[src/design/crs_pkg.sv]
`default_nettype none
package crs_pkg;

   localparam int STACK_DEPTH = 16;
   localparam int COORD_BITS  = 16;
   localparam int TARGET_BITS = 15;
   localparam int ADDR_W      = $clog2(STACK_DEPTH);
   localparam int CNT_W       = $clog2(STACK_DEPTH + 1);
   localparam int EMPTY_W     = 16;
   localparam int CSR_IDX_W   = 1;

   localparam logic [EMPTY_W-1:0] EMPTY_MAX = {EMPTY_W{1'b1}};
   localparam logic [CNT_W-1:0]   CNT_FULL  = CNT_W'(STACK_DEPTH);

   localparam logic [CSR_IDX_W-1:0] REG_TARGET_WIDTH  = 1'b0;
   localparam logic [CSR_IDX_W-1:0] REG_TARGET_HEIGHT = 1'b1;

   localparam logic MODE_PUSH = 1'b0;
   localparam logic MODE_POP  = 1'b1;

   typedef logic signed [COORD_BITS-1:0] crs_coord_type;

   typedef struct packed {
      logic signed [COORD_BITS-1:0] left;
      logic signed [COORD_BITS-1:0] top;
      logic signed [COORD_BITS-1:0] right;
      logic signed [COORD_BITS-1:0] bottom;
   } crs_rect_type;

   typedef struct packed {
      crs_rect_type clip;
      logic         clip_present;
      logic         all_clipped;
      logic         overflow;
   } crs_result_type;

   typedef struct packed {
      logic load;
      logic exec;
   } crs_cmd_type;

   typedef enum logic [1:0] {
      ST_IDLE,
      ST_EXEC,
      ST_SETTLE,
      ST_RESP
   } crs_state_type;

endpackage
`default_nettype wire

[src/design/crs_if.sv]
`default_nettype none
interface crs_req_if import crs_pkg::*; ();
   logic          valid;
   logic          ready;
   logic          mode;
   crs_coord_type rect_left;
   crs_coord_type rect_top;
   crs_coord_type rect_right;
   crs_coord_type rect_bottom;

   modport source (output valid, mode, rect_left, rect_top, rect_right, rect_bottom,
                   input ready);
   modport sink   (input valid, mode, rect_left, rect_top, rect_right, rect_bottom,
                   output ready);
endinterface

interface crs_rsp_if import crs_pkg::*; ();
   logic          valid;
   logic          ready;
   crs_coord_type clip_left;
   crs_coord_type clip_top;
   crs_coord_type clip_right;
   crs_coord_type clip_bottom;
   logic          clip_present;
   logic          all_clipped;
   logic          overflow;

   modport source (output valid, clip_left, clip_top, clip_right, clip_bottom,
                   clip_present, all_clipped, overflow,
                   input ready);
   modport sink   (input valid, clip_left, clip_top, clip_right, clip_bottom,
                   clip_present, all_clipped, overflow,
                   output ready);
endinterface
`default_nettype wire

[src/design/crs_ctrl.sv]
`default_nettype none
module crs_ctrl import crs_pkg::*; (
   input  wire         clock,
   input  wire         reset,
   input  wire         req_valid,
   output logic        req_ready,
   output logic        rsp_valid,
   input  wire         rsp_ready,
   output crs_cmd_type cmd
);

   crs_state_type state_ff;
   crs_state_type state_in;

   always_ff @(posedge clock) begin
      if (reset) begin
         state_ff <= ST_IDLE;
      end else begin
         state_ff <= state_in;
      end
   end

   always_comb begin
      state_in = state_ff;
      unique case (state_ff)
         ST_IDLE: begin
            if (req_valid) state_in = ST_EXEC;
         end
         ST_EXEC:   state_in = ST_SETTLE;
         // wait for the registered read of the new top
         ST_SETTLE: state_in = ST_RESP;
         ST_RESP: begin
            if (rsp_ready) state_in = ST_IDLE;
         end
         default:   state_in = ST_IDLE;
      endcase
   end

   always_comb begin
      req_ready = 1'b0;
      rsp_valid = 1'b0;
      cmd       = '0;
      unique case (state_ff)
         ST_IDLE: begin
            req_ready = 1'b1;
            cmd.load  = req_valid;
         end
         ST_EXEC:   cmd.exec = 1'b1;
         ST_SETTLE: ;
         ST_RESP:   rsp_valid = 1'b1;
         default:   ;
      endcase
   end

endmodule
`default_nettype wire

[src/design/crs_dpath.sv]
`default_nettype none
module crs_dpath import crs_pkg::*; (
   input  wire                    clock,
   input  wire                    reset,
   input  crs_cmd_type            cmd,
   input  wire                    csr_we,
   input  wire  [CSR_IDX_W-1:0]   csr_index,
   input  wire  [TARGET_BITS-1:0] csr_wdata,
   input  wire                    req_mode,
   input  crs_rect_type           req_rect,
   output crs_result_type         result
);

   logic [TARGET_BITS-1:0] width_ff;
   logic [TARGET_BITS-1:0] height_ff;
   logic                   mode_ff;
   crs_rect_type           rect_ff;
   logic [CNT_W-1:0]       count_ff;
   logic [CNT_W-1:0]       count_in;
   logic [EMPTY_W-1:0]     empty_ff;
   logic [EMPTY_W-1:0]     empty_in;
   logic                   refused_ff;
   logic                   refused_in;
   crs_rect_type           top_ff;
   crs_rect_type           rect_mem [STACK_DEPTH];

   crs_rect_type     cur_clip;
   crs_rect_type     isect;
   logic             isect_ok;
   logic             mem_we;
   logic [CNT_W-1:0] count_m1;

   always_ff @(posedge clock) begin
      if (reset) begin
         width_ff  <= '0;
         height_ff <= '0;
      end else if (csr_we) begin
         unique case (csr_index)
            REG_TARGET_WIDTH:  width_ff  <= csr_wdata;
            REG_TARGET_HEIGHT: height_ff <= csr_wdata;
            default: ;
         endcase
      end
   end

   always_ff @(posedge clock) begin
      if (cmd.load) begin
         mode_ff <= req_mode;
         rect_ff <= req_rect;
      end
   end

   // whole target when nothing is stored
   always_comb begin
      if (count_ff == '0) begin
         cur_clip.left   = '0;
         cur_clip.top    = '0;
         cur_clip.right  = crs_coord_type'(width_ff);
         cur_clip.bottom = crs_coord_type'(height_ff);
      end else begin
         cur_clip = top_ff;
      end
   end

   always_comb begin
      isect.left   = (cur_clip.left   > rect_ff.left)   ? cur_clip.left   : rect_ff.left;
      isect.top    = (cur_clip.top    > rect_ff.top)    ? cur_clip.top    : rect_ff.top;
      isect.right  = (cur_clip.right  < rect_ff.right)  ? cur_clip.right  : rect_ff.right;
      isect.bottom = (cur_clip.bottom < rect_ff.bottom) ? cur_clip.bottom : rect_ff.bottom;
      isect_ok     = (isect.left < isect.right) && (isect.top < isect.bottom);
   end

   always_comb begin
      count_in   = count_ff;
      empty_in   = empty_ff;
      refused_in = refused_ff;
      mem_we     = 1'b0;
      if (cmd.exec) begin
         refused_in = 1'b0;
         if (mode_ff == MODE_PUSH) begin
            if (empty_ff != '0) begin
               if (empty_ff != EMPTY_MAX) empty_in = empty_ff + 1'b1;
            end else if (isect_ok) begin
               if (count_ff == CNT_FULL) begin
                  refused_in = 1'b1;
               end else begin
                  mem_we   = 1'b1;
                  count_in = count_ff + 1'b1;
               end
            end else begin
               empty_in = EMPTY_W'(1);
            end
         end else begin
            if (empty_ff != '0) begin
               empty_in = empty_ff - 1'b1;
            end else if (count_ff != '0) begin
               count_in = count_ff - 1'b1;
            end
         end
      end
   end

   always_ff @(posedge clock) begin
      if (reset) begin
         count_ff   <= '0;
         empty_ff   <= '0;
         refused_ff <= 1'b0;
      end else begin
         count_ff   <= count_in;
         empty_ff   <= empty_in;
         refused_ff <= refused_in;
      end
   end

   assign count_m1 = count_ff - 1'b1;

   // top entry is re-read every cycle; it settles in the cycle after the pointer moves
   always_ff @(posedge clock) begin
      if (mem_we) rect_mem[count_ff[ADDR_W-1:0]] <= isect;
      top_ff <= rect_mem[count_m1[ADDR_W-1:0]];
   end

   always_comb begin
      result.clip         = cur_clip;
      result.clip_present = (count_ff != '0);
      result.all_clipped  = (empty_ff != '0);
      result.overflow     = refused_ff;
   end

endmodule
`default_nettype wire

[src/design/clip_rectangle_stack_top.sv]
// Flow: an accepted item passes through the execute and settle states before its result
// is offered in the response state, where it is held until taken; no new item is taken
// until then. The settle state covers the registered read of the rectangle store after
// the stack pointer moves.
// Reset: synchronous, active high; clears the stack and fully-clipped counts, the
// target size and the controller. The rectangle store is not cleared.
`default_nettype none
module clip_rectangle_stack_top import crs_pkg::*; (
   input  wire                    clock,
   input  wire                    reset,
   input  wire                    csr_we,
   input  wire  [CSR_IDX_W-1:0]   csr_index,
   input  wire  [TARGET_BITS-1:0] csr_wdata,
   crs_req_if.sink                req_if,
   crs_rsp_if.source              rsp_if
);

   crs_cmd_type    cmd;
   crs_rect_type   req_rect;
   crs_result_type result;

   assign req_rect.left   = req_if.rect_left;
   assign req_rect.top    = req_if.rect_top;
   assign req_rect.right  = req_if.rect_right;
   assign req_rect.bottom = req_if.rect_bottom;

   crs_ctrl u_ctrl (
      .clock     (clock),
      .reset     (reset),
      .req_valid (req_if.valid),
      .req_ready (req_if.ready),
      .rsp_valid (rsp_if.valid),
      .rsp_ready (rsp_if.ready),
      .cmd       (cmd)
   );

   crs_dpath u_dpath (
      .clock     (clock),
      .reset     (reset),
      .cmd       (cmd),
      .csr_we    (csr_we),
      .csr_index (csr_index),
      .csr_wdata (csr_wdata),
      .req_mode  (req_if.mode),
      .req_rect  (req_rect),
      .result    (result)
   );

   assign rsp_if.clip_left    = result.clip.left;
   assign rsp_if.clip_top     = result.clip.top;
   assign rsp_if.clip_right   = result.clip.right;
   assign rsp_if.clip_bottom  = result.clip.bottom;
   assign rsp_if.clip_present = result.clip_present;
   assign rsp_if.all_clipped  = result.all_clipped;
   assign rsp_if.overflow     = result.overflow;

endmodule
`default_nettype wire

[src/flat_wrapper.sv]
// flat-port wrapper written by rule: the top's interface ports become plain ports
module clip_rectangle_stack_top_flat import crs_pkg::*;
  (clock, reset, csr_we, csr_index, csr_wdata, req_if_valid, req_if_mode, req_if_rect_left, req_if_rect_top, req_if_rect_right, req_if_rect_bottom, req_if_ready, rsp_if_valid, rsp_if_clip_left, rsp_if_clip_top, rsp_if_clip_right, rsp_if_clip_bottom, rsp_if_clip_present, rsp_if_all_clipped, rsp_if_overflow, rsp_if_ready);
  crs_req_if req_if_i ();
  crs_rsp_if rsp_if_i ();
  input  wire clock;
  input  wire reset;
  input  wire csr_we;
  input  wire  [CSR_IDX_W-1:0] csr_index;
  input  wire  [TARGET_BITS-1:0] csr_wdata;
  input wire logic [$bits(req_if_i.valid)-1:0] req_if_valid;
  input wire logic [$bits(req_if_i.mode)-1:0] req_if_mode;
  input wire logic [$bits(req_if_i.rect_left)-1:0] req_if_rect_left;
  input wire logic [$bits(req_if_i.rect_top)-1:0] req_if_rect_top;
  input wire logic [$bits(req_if_i.rect_right)-1:0] req_if_rect_right;
  input wire logic [$bits(req_if_i.rect_bottom)-1:0] req_if_rect_bottom;
  output wire logic [$bits(req_if_i.ready)-1:0] req_if_ready;
  output wire logic [$bits(rsp_if_i.valid)-1:0] rsp_if_valid;
  output wire logic [$bits(rsp_if_i.clip_left)-1:0] rsp_if_clip_left;
  output wire logic [$bits(rsp_if_i.clip_top)-1:0] rsp_if_clip_top;
  output wire logic [$bits(rsp_if_i.clip_right)-1:0] rsp_if_clip_right;
  output wire logic [$bits(rsp_if_i.clip_bottom)-1:0] rsp_if_clip_bottom;
  output wire logic [$bits(rsp_if_i.clip_present)-1:0] rsp_if_clip_present;
  output wire logic [$bits(rsp_if_i.all_clipped)-1:0] rsp_if_all_clipped;
  output wire logic [$bits(rsp_if_i.overflow)-1:0] rsp_if_overflow;
  input wire logic [$bits(rsp_if_i.ready)-1:0] rsp_if_ready;
  assign req_if_i.valid = req_if_valid;
  assign req_if_i.mode = req_if_mode;
  assign req_if_i.rect_left = req_if_rect_left;
  assign req_if_i.rect_top = req_if_rect_top;
  assign req_if_i.rect_right = req_if_rect_right;
  assign req_if_i.rect_bottom = req_if_rect_bottom;
  assign req_if_ready = req_if_i.ready;
  assign rsp_if_valid = rsp_if_i.valid;
  assign rsp_if_clip_left = rsp_if_i.clip_left;
  assign rsp_if_clip_top = rsp_if_i.clip_top;
  assign rsp_if_clip_right = rsp_if_i.clip_right;
  assign rsp_if_clip_bottom = rsp_if_i.clip_bottom;
  assign rsp_if_clip_present = rsp_if_i.clip_present;
  assign rsp_if_all_clipped = rsp_if_i.all_clipped;
  assign rsp_if_overflow = rsp_if_i.overflow;
  assign rsp_if_i.ready = rsp_if_ready;
  clip_rectangle_stack_top u_core (.clock(clock), .reset(reset), .csr_we(csr_we), .csr_index(csr_index), .csr_wdata(csr_wdata), .req_if(req_if_i), .rsp_if(rsp_if_i));
endmodule
[config.mk]
export PLATFORM = sky130hd
export DESIGN_NAME = clip_rectangle_stack_top_flat
export DESIGN_NICKNAME = d
export VERILOG_FILES = /design/src/design/crs_pkg.sv /design/src/design/crs_if.sv /design/src/design/crs_ctrl.sv /design/src/design/crs_dpath.sv /design/src/design/clip_rectangle_stack_top.sv /design/src/flat_wrapper.sv
export SDC_FILE = /design/constraint.sdc
export NUM_CORES = 1
export LEC_CHECK = 0
export BUFFER_PORTS_ARGS = -buffer_cell sky130_fd_sc_hd__buf_4
export CAP_MARGIN = 20
export CORE_MARGIN = 4
export CORE_UTILIZATION = 35
export DETAILED_ROUTE_END_ITERATION = 7
export PLACE_DENSITY = 0.5
export SLEW_MARGIN = 20
export SYNTH_ARGS = -nofsm -noshare
export SYNTH_HDL_FRONTEND = slang
export SYNTH_SLANG_ARGS = --single-unit
[constraint.sdc]
create_clock -name clock -period 13.5 [get_ports clock]
set_input_delay 1.35 -clock clock [delete_from_list [all_inputs] [get_ports clock]]
set_output_delay 1.35 -clock clock [all_outputs]
set_load 0.02 [all_outputs]
After elaboration in Yosys (flattened, before gate mapping) --
Memory sizes are Yosys's and may differ from the RTL's. A register that Yosys moved wholly into a read port is not among the register bits. Cells that the tools add are included.
Word-level totals: bits in registers 119, bits in writable memories 1024, input port bits 86, output and inout bits 69, logic and storage cells 81, memories 1
Cells by class: add/subtract/negate cells 4, $lt $le $gt $ge 6, eq/ne operators 12, multiplexer cells 34, bitwise operators 2, reductions and logical operators 11
Memory list:
- u_core.u_dpath.rect_mem | words 16, bits a word 64, read ports 1, clocked after memory_dff 1, wr ports 1, RTL line crs_dpath.sv:25 | crs_rect_type rect_mem [STACK_DEPTH];
Operators by type and width (count):
- 2-to-1 mux 16 bit | 9
- less-than comparator 16 bit | 4
- 2-to-1 mux 64 bit | 1
- > comparator 16 bit | 2
- 2-to-1 mux 5 bit | 6
- adder 16 x 1 -> 16 bit (second input constant) | 1
- != test 16 bit (second input constant) | 1
- nonzero test 16 bit | 1
- subtractor 16 x 1 -> 16 bit (second input constant) | 1
- 2-to-1 mux 1 bit | 15
- != test 2 bit (second input constant) | 6
- case mux 2 bit (4 select lines) | 1
- AND reduction 2 bit | 3
- adder 5 x 1 -> 5 bit (second input constant) | 1
- == test 5 bit (second input constant) | 1
- zero test 5 bit | 1
- AND reduction 5 bit | 1
- nonzero test 5 bit | 1
- subtractor 5 x 1 -> 5 bit (second input constant) | 1
- == test 2 bit (second input constant) | 2
- 2-to-1 mux 2 bit | 2
- AND reduction 4 bit | 1
- != test 3 x 1 -> 1 bit (second input constant) | 1
- == test 2 x 1 -> 1 bit (second input constant) | 1
- other kinds (4) | 5

Depth between registers and ports, before layout --
Gate-level depths: netlist of the first run.
word-level depth 12, mapped depth 31

By module --
Synthesis of the first run repeated with hierarchy kept, for this count alone.
Unflattened totals: cell total of the unflattened synthesis 2551, area, all modules 48343.9 sq um
By module, submodules not included:
- crs_dpath | instances 1, cells an instance 2533, area an instance 48180.0 sq um, sequential area each 35023.6 sq um
- crs_ctrl | instances 1, cells an instance 18, area an instance 163.9 sq um, sequential area each 40.0 sq um

Worst setup path after synthesis of the first run --
Ideal clock, no wire load.
path type reg2reg, start point register u_core.u_dpath.count_ff[0], end point memory u_core.u_dpath.rect_mem[4][0] (netlist bit) (enable), data arrival time 9.566 ns, slack 3.505 ns, cell stages (with the launch flop) 29, buffers on the path 6, cell sequence dfxtp_1 clkbuf_1 buf_1 clkbuf_1 inv_1 ha_1 nor4b_4 inv_2 buf_2 clkbuf_1 and2_1 ha_1 a21o_1 a21oi_1 o21ai_0 a2111oi_0 nor2_1 clkbuf_1 o21ai_0 ha_1 a21oi_1 o21ai_1 a2111o_1 a211oi_1 or4b_2 a22oi_2 o211ai_4 nor4_4 and3_1
RTL lines:
- start: declaration | RTL line crs_dpath.sv:18 | logic [CNT_W-1:0] count_ff;
- start signal: assignment | RTL line crs_dpath.sv:109 | count_ff <= count_in;
- end: declaration | RTL line crs_dpath.sv:25

==> results.toml, run 1 <==
[outcome]
status = "finished clean"

[floorplanning]
fp-row-count = 136
start_util_pct = 35.2
fp.dieH_um = 380
coreArea_mm2 = 0.137
die_x_um = 380
io_pins = 155
dieArea_mm2 = 0.144

[synthesis]
async_reset_ff_share_pct = 0
ys_ff_latch = 1207
netlist.area_leader.share_pct = 67.6
synth_edf_count = 1089
postSynthCellCount = 2578
synth_area_per_cell_um2 = 18.8
yosysSeqAreaShare_pct = 72.4
synth_top_area_cell = "edfxtp_1"
ys_warn_count = 0
synth.most_common_cell = "edfxtp_1"
synth_area_leaders = "edfxtp_1 (68%), mux4_2 (15%), dfxtp_1 (4.9%)"
synth_area_mm2 = 0.0484
synth_cell_types = 73
synth_flop_cell = "edfxtp_1"
synth.top_cells.by_count = "edfxtp_1 (1089), mux4_2 (320), nand2_1 (211)"
synth_fp_nets = 2767

[power]
cellPowerDensity_mw_per_mm2 = 209
p_int_mw = 8.00
comb_power_share_pct = 26.5
switching_share_pct = 32.0
total_leakage_power_nw = 18.8
seqPwrFrac_pct = 42.9
peakVddDrop_v = 0.0000889
finalPower_mw = 11.8
p_sw_mw = 3.77
clkPwrFrac_pct = 30.5

[critical_path]
rrSetupSlack_ns = 3.55
crit_type = "flop to flop"
critPathLaunchType = "flop"
worstPathMaxFanout = 46
cp-end-kind = "flop"
timing.rr.end = "u_core.u_dpath.rect_mem[4][55]$_DFFE_PP_"
crit_end = "u_core.u_dpath.rect_mem[4][55]$_DFFE_PP_"
cp.required_ns = 13.89
cp.arrival_ns = 10.33
timing.rr.start = "u_core.u_dpath.count_ff[0]$_SDFFE_PP0P_"
reg2regPathDepth = 27
crit_start = "u_core.u_dpath.count_ff[0]$_SDFFE_PP0P_"

[cts]
cts_resized = 0
post_cts_buffers = 0
cts_tree = "yes"
path_clk_slew_ns = 0.06
insertion_delay_ns = 0.74
cts.sinks = 1207
cts_hold_buf = 0
cts_made_buffers = 134
cts_max_path_buffers = 3
htreeDepth = 4
cts_root_buf = "clkbuf_16"

[final_layout]
fin_nets = 3007
syn_to_final_growth_pct = 16.4
final_cells = 4723
antenna_cells = 0
final_layout_size_suffix_gt1_share_pct = 26.9

[route]
vias_per_cell = 5.37
vias = 25400
wl_per_cell_um = 27.6
drcViolationCount = 0
first_iter_violations = 2330
wirelength_mm = 130
ant_nets = 0
first_pass_iters = 5

[timing]
hold_violations = 0
min_period_ns = 9.95
finalWorstSetupSlack_ns = 3.55
relSlewSlack_pct = 28.9
fin_crit_sh_pct = 73.7
grt_setup_unrepaired = "no"
max_freq_ghz = 0.101
setup_violations = 0
whs_ns = 0.460
final.setup.tns_ns = 0
final_max_slew_viol_count = 0
tightest_slew_ns = 1.07
finClkSkew_ns = 0.0269

[worst_hold_path]
min_path_type = "flop to flop"
hold_start = "u_core.u_dpath.height_ff[1]$_SDFFE_PP0P_"

[placement]
post-place-ws_ns = 3.63
hpwl_mm = 80.6
place.gp.congestion = 0.813
port_buffers = 154
dp.cells = 4475

[job]
maxCapViolCount = 0

[global_route]
grt_antenna_before_repair = 8
grt_usage_pct = 18.0
grt_overflow_total = 0
grt_pass1_wl_mm = 189
grt_pass1_vias = 26500
grt_max_degree = 66
## final cells by class
cell class / count / area, um^2
clock buffers: 181 / 3720
clock inverters: 66 / 623
fillers: 12200 / 81200
inverters: 117 / 439
multi-input cells: 1137 / 12600
flip-flops and latches: 1207 / 35100
well taps: 1794 / 2240
repair buffers: 221 / 1670
## per-layer routing
| layer | vias to the layer above | part of all wire, % | GRT usage [%] |
|---|---|---|---|
| met1 | 13500 | 45 | 25.6 |
| met4 | 0 | 2.0 | 4.32 |
| met2 | 854 | 47 | 28.8 |
| li1 | 10800 | - | - |
| met3 | 185 | 5.6 | 3.13 |
| met5 | - | 0 | 0 |
## metrics by stage
step | instance area, um^2 | util (%)
3_3_place_gp | 52000 | 37.8
3_5_place_dp | 52000 | 37.8
2_1_floorplan | 48400 | -
4_1_cts | 56300 | 41.0
6_report | 56300 | 41.0
5_1_grt | 56300 | 41.0
## placed cells by master (no fill, tap or decap), types with 9 or more instances in the layout
cell type and instances:
a211oi_1 15, nor2_1 60, clkbuf_16 139, inv_1 115, clkinv_1 14, o21ai_0 25, nor2b_1 15, clkinv_2 28
edfxtp_1 1089, o21ai_1 32, a21o_1 12, nor3_1 22, a31o_1 14, and2_1 34, dfxtp_1 117, nand2_1 211
mux4_2 320, ha_1 102, buf_4 219, mux2i_1 18, clkbuf_1 34, nand4_1 15, a21oi_1 81, bufinv_16 9
nand3_1 30
## power by group through the flow
stage / clock network [mW] / registers, mW / logic (mW)
after floorplan: 0 / 5.05 / 1.83
after global routing: 3.85 / 5.06 / 3.40
final: 3.59 / 5.05 / 3.12
after detailed placement: 0 / 5.13 / 3.13
after CTS: 3.68 / 5.05 / 3.14
after global placement: 0 / 5.13 / 3.05
## critical path, stage by stage, from the launching register on
cell,delay (ns)
dfxtp_4,0.56
inv_1,0.19
ha_4,0.22
nor4b_4,0.13
inv_2,0.34
buf_4,0.48
and2_1,0.25
ha_1,0.26
a211oi_1,0.23
nor3b_1,0.08
o31a_1,0.28
a2111oi_0,0.42
buf_4,0.25
nor2_2,0.04
buf_4,0.24
o21ai_1,0.38
buf_4,0.35
ha_1,0.28
nand2_1,0.09
o21ai_1,0.08
a2111o_1,0.40
a211oi_1,0.80
or4b_2,0.66
a22oi_2,0.26
o211ai_4,0.20
nor4_4,0.47
and3_4,1.00
buf_4,0.49
## cell families (layout without fill, tap and decap cells)
group	count (synthesis)	count (layout)	synth area share (%)
XOR/XNOR	4	4	0.0724
multiplexers	342	342	15.4
AO/OA/AOI/OAI	244	244	3.27
flip-flops	1207	1207	72.4
adder cells (fa/ha/maj)	103	103	2.66
buffers and inverters	234	585	1.82
AND/OR/NAND/NOR	444	444	4.37
## worst min path at each step
stage	cells after the start	slack, ns	end
finish	2	0.46	u_core.u_dpath.height_ff[1]$_SDFFE_PP0P_
global route	2	0.48	u_core.u_dpath.width_ff[0]$_SDFFE_PP0P_
CTS	2	0.46	u_core.u_dpath.height_ff[1]$_SDFFE_PP0P_
detailed placement	2	0.45	u_core.u_dpath.height_ff[1]$_SDFFE_PP0P_
global placement	2	0.45	u_core.u_dpath.height_ff[1]$_SDFFE_PP0P_
floorplan	2	0.44	u_core.u_dpath.width_ff[0]$_SDFFE_PP0P_
## state kept, by name, summed over array words and instances, names as in the netlist
name                       count
u_core.u_dpath.count_ff        5
u_core.u_dpath.rect_ff        64
u_core.u_dpath.mode_ff         1
u_core.u_ctrl.state_ff         2
u_core.u_dpath.top_ff         64
u_core.u_dpath.height_ff      15
u_core.u_dpath.width_ff       15
u_core.u_dpath.refused_ff      1
u_core.u_dpath.empty_ff       16
u_core.u_dpath.rect_mem     1024
(Power assumes the default switching activity.)
==> inputs of run 2 (changes only) <==
--- a/config.mk
+++ b/config.mk
@@ -10,7 +10,7 @@
 export CORE_MARGIN = 4
 export CORE_UTILIZATION = 35
 export DETAILED_ROUTE_END_ITERATION = 7
-export PLACE_DENSITY = 0.5
+export PLACE_DENSITY = 0.52
 export SLEW_MARGIN = 20
 export SYNTH_ARGS = -nofsm -noshare
 export SYNTH_HDL_FRONTEND = slang
==> constraint.sdc (replaced) <==
create_clock -name clock -period 8.5 [get_ports clock]
set_input_delay 0.85 -clock clock [delete_from_list [all_inputs] [get_ports clock]]
set_output_delay 0.85 -clock clock [all_outputs]
set_load 0.02 [all_outputs]
==> results.toml, run 2 (synthesis gave the netlist of run 1 again) <==
[final_layout]
multiInputGateArea_mm2 = 0.0127
layout_commonest_cell = "edfxtp_1"
largest_reg_flops = 1024
syn_to_final_growth_pct = 18.2
seqCellArea_mm2 = 0.0351
final_layout_size_suffix_gt1_share_pct = 28.0
final_area_mm2 = 0.0572
layout_common_cells = "edfxtp_1 (1089), mux4_2 (320), buf_4 (226)"
fillCellCount = 12100
fin_nets = 3054

[floorplanning]
die_x_um = 380
fp.dieH_um = 380
coreArea_mm2 = 0.137
fp-row-count = 136
start_util_pct = 35.2
dieArea_mm2 = 0.144
io_pins = 155

[global_route]
grt_usage_pct = 18.6
grt_pass1_vias = 25900
grt_antenna_before_repair = 4
grt_max_degree = 148
grt_overflow_total = 0
grt_pass1_wl_mm = 194

[placement]
place.gp.congestion = 0.845
post-place-ws_ns = -0.0446
hpwl_mm = 87.8
port_buffers = 154
placed_cell_area_mm2 = 0.0525

[critical_path]
cpPeakStageDelay_ns = 0.64
cpMostUsedCell = "buf_12"
slowest_stage = "or4b_2"
rrSetupSlack_ns = 0.37
crit_type = "flop to flop"
cp.arrival_ns = 8.56
cp-end-kind = "flop"
critPathLaunchType = "flop"
worstPathMaxFanout = 27
cp.required_ns = 8.93

[power]
clkPwrFrac_pct = 30.6
switching_share_pct = 32.4
comb_power_share_pct = 27.3
seqPwrFrac_pct = 42.1
p_int_mw = 12.9
cellPowerDensity_mw_per_mm2 = 334
total_leakage_power_nw = 19.1
peakVddDrop_v = 0.000150
finalPower_mw = 19.1
p_sw_mw = 6.19

[cts]
insertion_delay_ns = 0.76
cts_made_buffers = 135
cts_max_path_buffers = 3
cts_tree = "yes"
htreeDepth = 4
path_clk_slew_ns = 0.07
cts_hold_buf = 0
cts_root_buf = "clkbuf_16"
cts.sinks = 1207

[worst_hold_path]
min_path_type = "primary input to flop"

[timing]
grt_setup_unrepaired = "no"
hold_violations = 0
relSlewSlack_pct = 10.0
max_freq_ghz = 0.123
final_max_slew_viol_count = 0
fin_crit_sh_pct = 95.6
setup_violations = 0
finClkSkew_ns = 0.0376
finalWorstSetupSlack_ns = 0.371
tightest_slew_ns = 1.35
whs_ns = 0.272
min_period_ns = 8.13

[outcome]
status = "finished clean"

[route]
vias = 26100
drcViolationCount = 0
wl_per_cell_um = 29.4
wirelength_mm = 140
first_pass_iters = 5
first_iter_violations = 2811
vias_per_cell = 5.46
ant_nets = 0

[job]
maxCapViolCount = 0
==> run 2: changes by cell type in the layout (fill, tap and decap cells not counted), moves of 3 or more <==
cell,before,now
and3_4,8,11
and4_2,0,3
buf_12,0,25
buf_4,219,226
clkbuf_16,139,142
clkinv_1,14,17
clkinv_2,28,21
==> run 2: power groups by stage <==
stage,clock network [mW],logic (mW),registers (mW)
2_1_floorplan,0,2.91,8.01
3_3_place_gp,0,5.05,8.15
3_5_place_dp,0,5.19,8.15
4_1_cts,5.96,5.20,8.03
5_1_grt,6.21,5.62,8.05
6_report,5.84,5.22,8.03
==> run 2: layout make-up <==
class                      instances  share of cell area, %
clock inverter                    66                   1.18
inverter                         117                  0.768
tap                             1794                   3.92
multi-input combinational       1149                   22.2
antenna                            2                0.00875
timing repair buffer             255                   3.98
sequential                      1207                   61.3
clock buffer                     183                   6.59
==> run 2: critical path: cells and delay by family (launching register included) <==
family | cells | cell delay (ns)
flip-flops | 1 | 0.35
adder cells (fa/ha/maj) | 3 | 0.94
AO/OA/AOI/OAI | 10 | 2.62
buffers and inverters | 7 | 1.67
AND/OR/NAND/NOR | 8 | 2.17
==> run 2: final timing paths <==
path                                            startpoint  cells after the start                                        end
setup / recovery   u_core.u_dpath.count_ff[1]$_SDFFE_PP0P_                     28  u_core.u_dpath.rect_mem[13][32]$_DFFE_PP_
setup reg to reg   u_core.u_dpath.count_ff[1]$_SDFFE_PP0P_                     28  u_core.u_dpath.rect_mem[13][32]$_DFFE_PP_
hold / removal                          req_if_rect_top[8]                      1       u_core.u_dpath.rect_ff[40]$_DFFE_PP_
hold reg to reg   u_core.u_dpath.height_ff[5]$_SDFFE_PP0P_                      2   u_core.u_dpath.height_ff[5]$_SDFFE_PP0P_
==> run 2: metrics by stage <==
stage / instances / setup TNS [ns] / util, %
floorplan: 2578 / 0 / -
global placement: 4485 / 0 / 38.0
detailed placement: 4498 / -1.08 / 38.1
CTS: 4747 / 0 / 41.4
global route: 4771 / 0 / 41.6
finish: 4773 / 0 / 41.6
==> run 2: what timing repair did <==
item                                    CTS  global route
gates resized for setup                   1            11
pin swaps                                 1            11
endpoints found under the setup margin   95           703
setup buffers                             0            11
gates cloned                              0            12
==> run 2: routing by layer <==
metal	vias up	wire (um)	track usage (%)
li1	11000	-	-
met1	13900	61400	26.6
met2	1009	65700	29.0
met3	198	9530	3.64
met4	0	3510	5.53
met5	-	0	0
==> inputs of run 3 (changes only) <==
--- a/config.mk
+++ b/config.mk
@@ -10,7 +10,8 @@
 export CORE_MARGIN = 4
 export CORE_UTILIZATION = 35
 export DETAILED_ROUTE_END_ITERATION = 7
-export PLACE_DENSITY = 0.52
+export PLACE_DENSITY = 0.54
+export SKIP_CTS_REPAIR_TIMING = 1
 export SLEW_MARGIN = 20
 export SYNTH_ARGS = -nofsm -noshare
 export SYNTH_HDL_FRONTEND = slang
==> results.toml, run 3 (synthesis gave the netlist of run 1 again) <==
[outcome]
status = "finished clean"

[route]
wirelength_mm = 140
vias = 26300
ant_nets = 0
first_pass_iters = 6
first_iter_violations = 3061
vias_per_cell = 5.51
wl_per_cell_um = 29.3
drcViolationCount = 0

[timing]
max_freq_ghz = 0.122
setup_violations = 0
min_period_ns = 8.21
finClkSkew_ns = 0.0311
final.setup.tns_ns = 0
hold_violations = 0
final_max_slew_viol_count = 0
grt_setup_unrepaired = "no"
relSlewSlack_pct = 28.3
whs_ns = 0.259
fin_crit_sh_pct = 96.6
tightest_slew_ns = 1.07

[final_layout]
largest_reg_flops = 1024
multiInputGateArea_mm2 = 0.0127
layout_commonest_cell = "edfxtp_1"
layout_common_cells = "edfxtp_1 (1089), mux4_2 (320), buf_4 (249)"
fillCellCount = 12100
final_layout_size_suffix_gt1_share_pct = 28.4
seqCellArea_mm2 = 0.0351
fin_util_pct = 41.6
syn_to_final_growth_pct = 18.1
final_cells = 4781
fin_nets = 3067

[cts]
cts_root_buf = "clkbuf_16"
htreeDepth = 4
cts_max_path_buffers = 3
cts.sinks = 1207
insertion_delay_ns = 0.76
path_clk_slew_ns = 0.06
cts_made_buffers = 132
cts_tree = "yes"

[floorplanning]
dieArea_mm2 = 0.144
fp-row-count = 136
coreArea_mm2 = 0.137
io_pins = 155
die_x_um = 380
fp.dieH_um = 380
start_util_pct = 35.2

[global_route]
grt_usage_pct = 18.5
grt_antenna_before_repair = 10
grt_max_degree = 106
grt_pass1_vias = 25900
grt_pass1_wl_mm = 192
grt_overflow_total = 0

[critical_path]
cpMostUsedCell = "buf_4"
slowest_stage = "or4b_2"
critPathLaunchType = "flop"
timing.rr.start = "u_core.u_dpath.count_ff[0]$_SDFFE_PP0P_"
cpPeakStageDelay_ns = 0.63
cp-end-kind = "flop"
worstPathMaxFanout = 17
crit_start = "u_core.u_dpath.count_ff[0]$_SDFFE_PP0P_"
cp.required_ns = 8.90
cp.arrival_ns = 8.61
crit_type = "flop to flop"

[worst_hold_path]
min_path_type = "primary input to flop"
hold_start = "req_if_rect_bottom[12]"

[job]
maxCapViolCount = 0

[placement]
dp.cells = 4501
hpwl_mm = 88.6
port_buffers = 154
place.gp.congestion = 0.852

[power]
finalPower_mw = 19.1
peakVddDrop_v = 0.000186
cellPowerDensity_mw_per_mm2 = 334
total_leakage_power_nw = 19.2
==> run 3: cell types whose count changed in the layout (fill, tap and decap cells not counted), moves of 5 or more <==
cell | previous run | this run
and3_2 | 2 | 8
buf_4 | 226 | 249
clkbuf_16 | 142 | 136
clkinv_1 | 17 | 12
buf_16 | 2 | 10
buf_12 | 25 | 7
==> run 3: final timing paths <==
check                                               to  slack, ns  depth (start not counted)
max          u_core.u_dpath.rect_mem[14][27]$_DFFE_PP_       0.29                         29
min               u_core.u_dpath.rect_ff[12]$_DFFE_PP_       0.26                          1
max reg2reg  u_core.u_dpath.rect_mem[14][27]$_DFFE_PP_       0.29                         29
min reg2reg   u_core.u_dpath.height_ff[9]$_SDFFE_PP0P_       0.46                          2
==> run 3: cell type report <==
cell class | instances | area share, %
Timing Repair Buffer | 268 | 4.03
Clock buffer | 178 | 6.33
Sequential cell | 1207 | 61.3
Tap cell | 1794 | 3.93
Inverter | 117 | 0.768
Clock inverter | 64 | 1.34
Antenna cell | 1 | 0.00438
Multi-Input combinational cell | 1152 | 22.3
==> run 3: worst max-delay path: cells and delay by family (launching register included) <==
| family | cells | cell delay [ns] |
|---|---|---|
| simple gates | 9 | 2.38 |
| flops | 1 | 0.35 |
| buf+inv | 6 | 1.36 |
| fa+ha+maj | 3 | 0.88 |
| compound gates | 11 | 2.84 |
==> run 3: layer usage <==
| layer | up-vias | wire [um] | GRT usage [%] |
|---|---|---|---|
| met5 | - | 9 | 0 |
| met4 | 2 | 2760 | 4.29 |
| met3 | 172 | 12400 | 4.02 |
| met2 | 1206 | 63300 | 27.7 |
| met1 | 14000 | 61700 | 27.5 |
| li1 | 11000 | - | - |
==> run 3: metrics by stage <==
step / instance area (um^2) / setup WS (ns)
detailed placement: 52400 / -0.160
finish: 57200 / 0.286
floorplan: 48500 / 0.0328
CTS: 56800 / -0.210
global route: 57200 / 0.0384
global placement: 52200 / -0.0942
==> run 3: power breakdown <==
part / switching [mW] / internal [mW]
logic: 3.70 / 1.64
registers: 0.162 / 7.81
clock network: 2.40 / 3.37
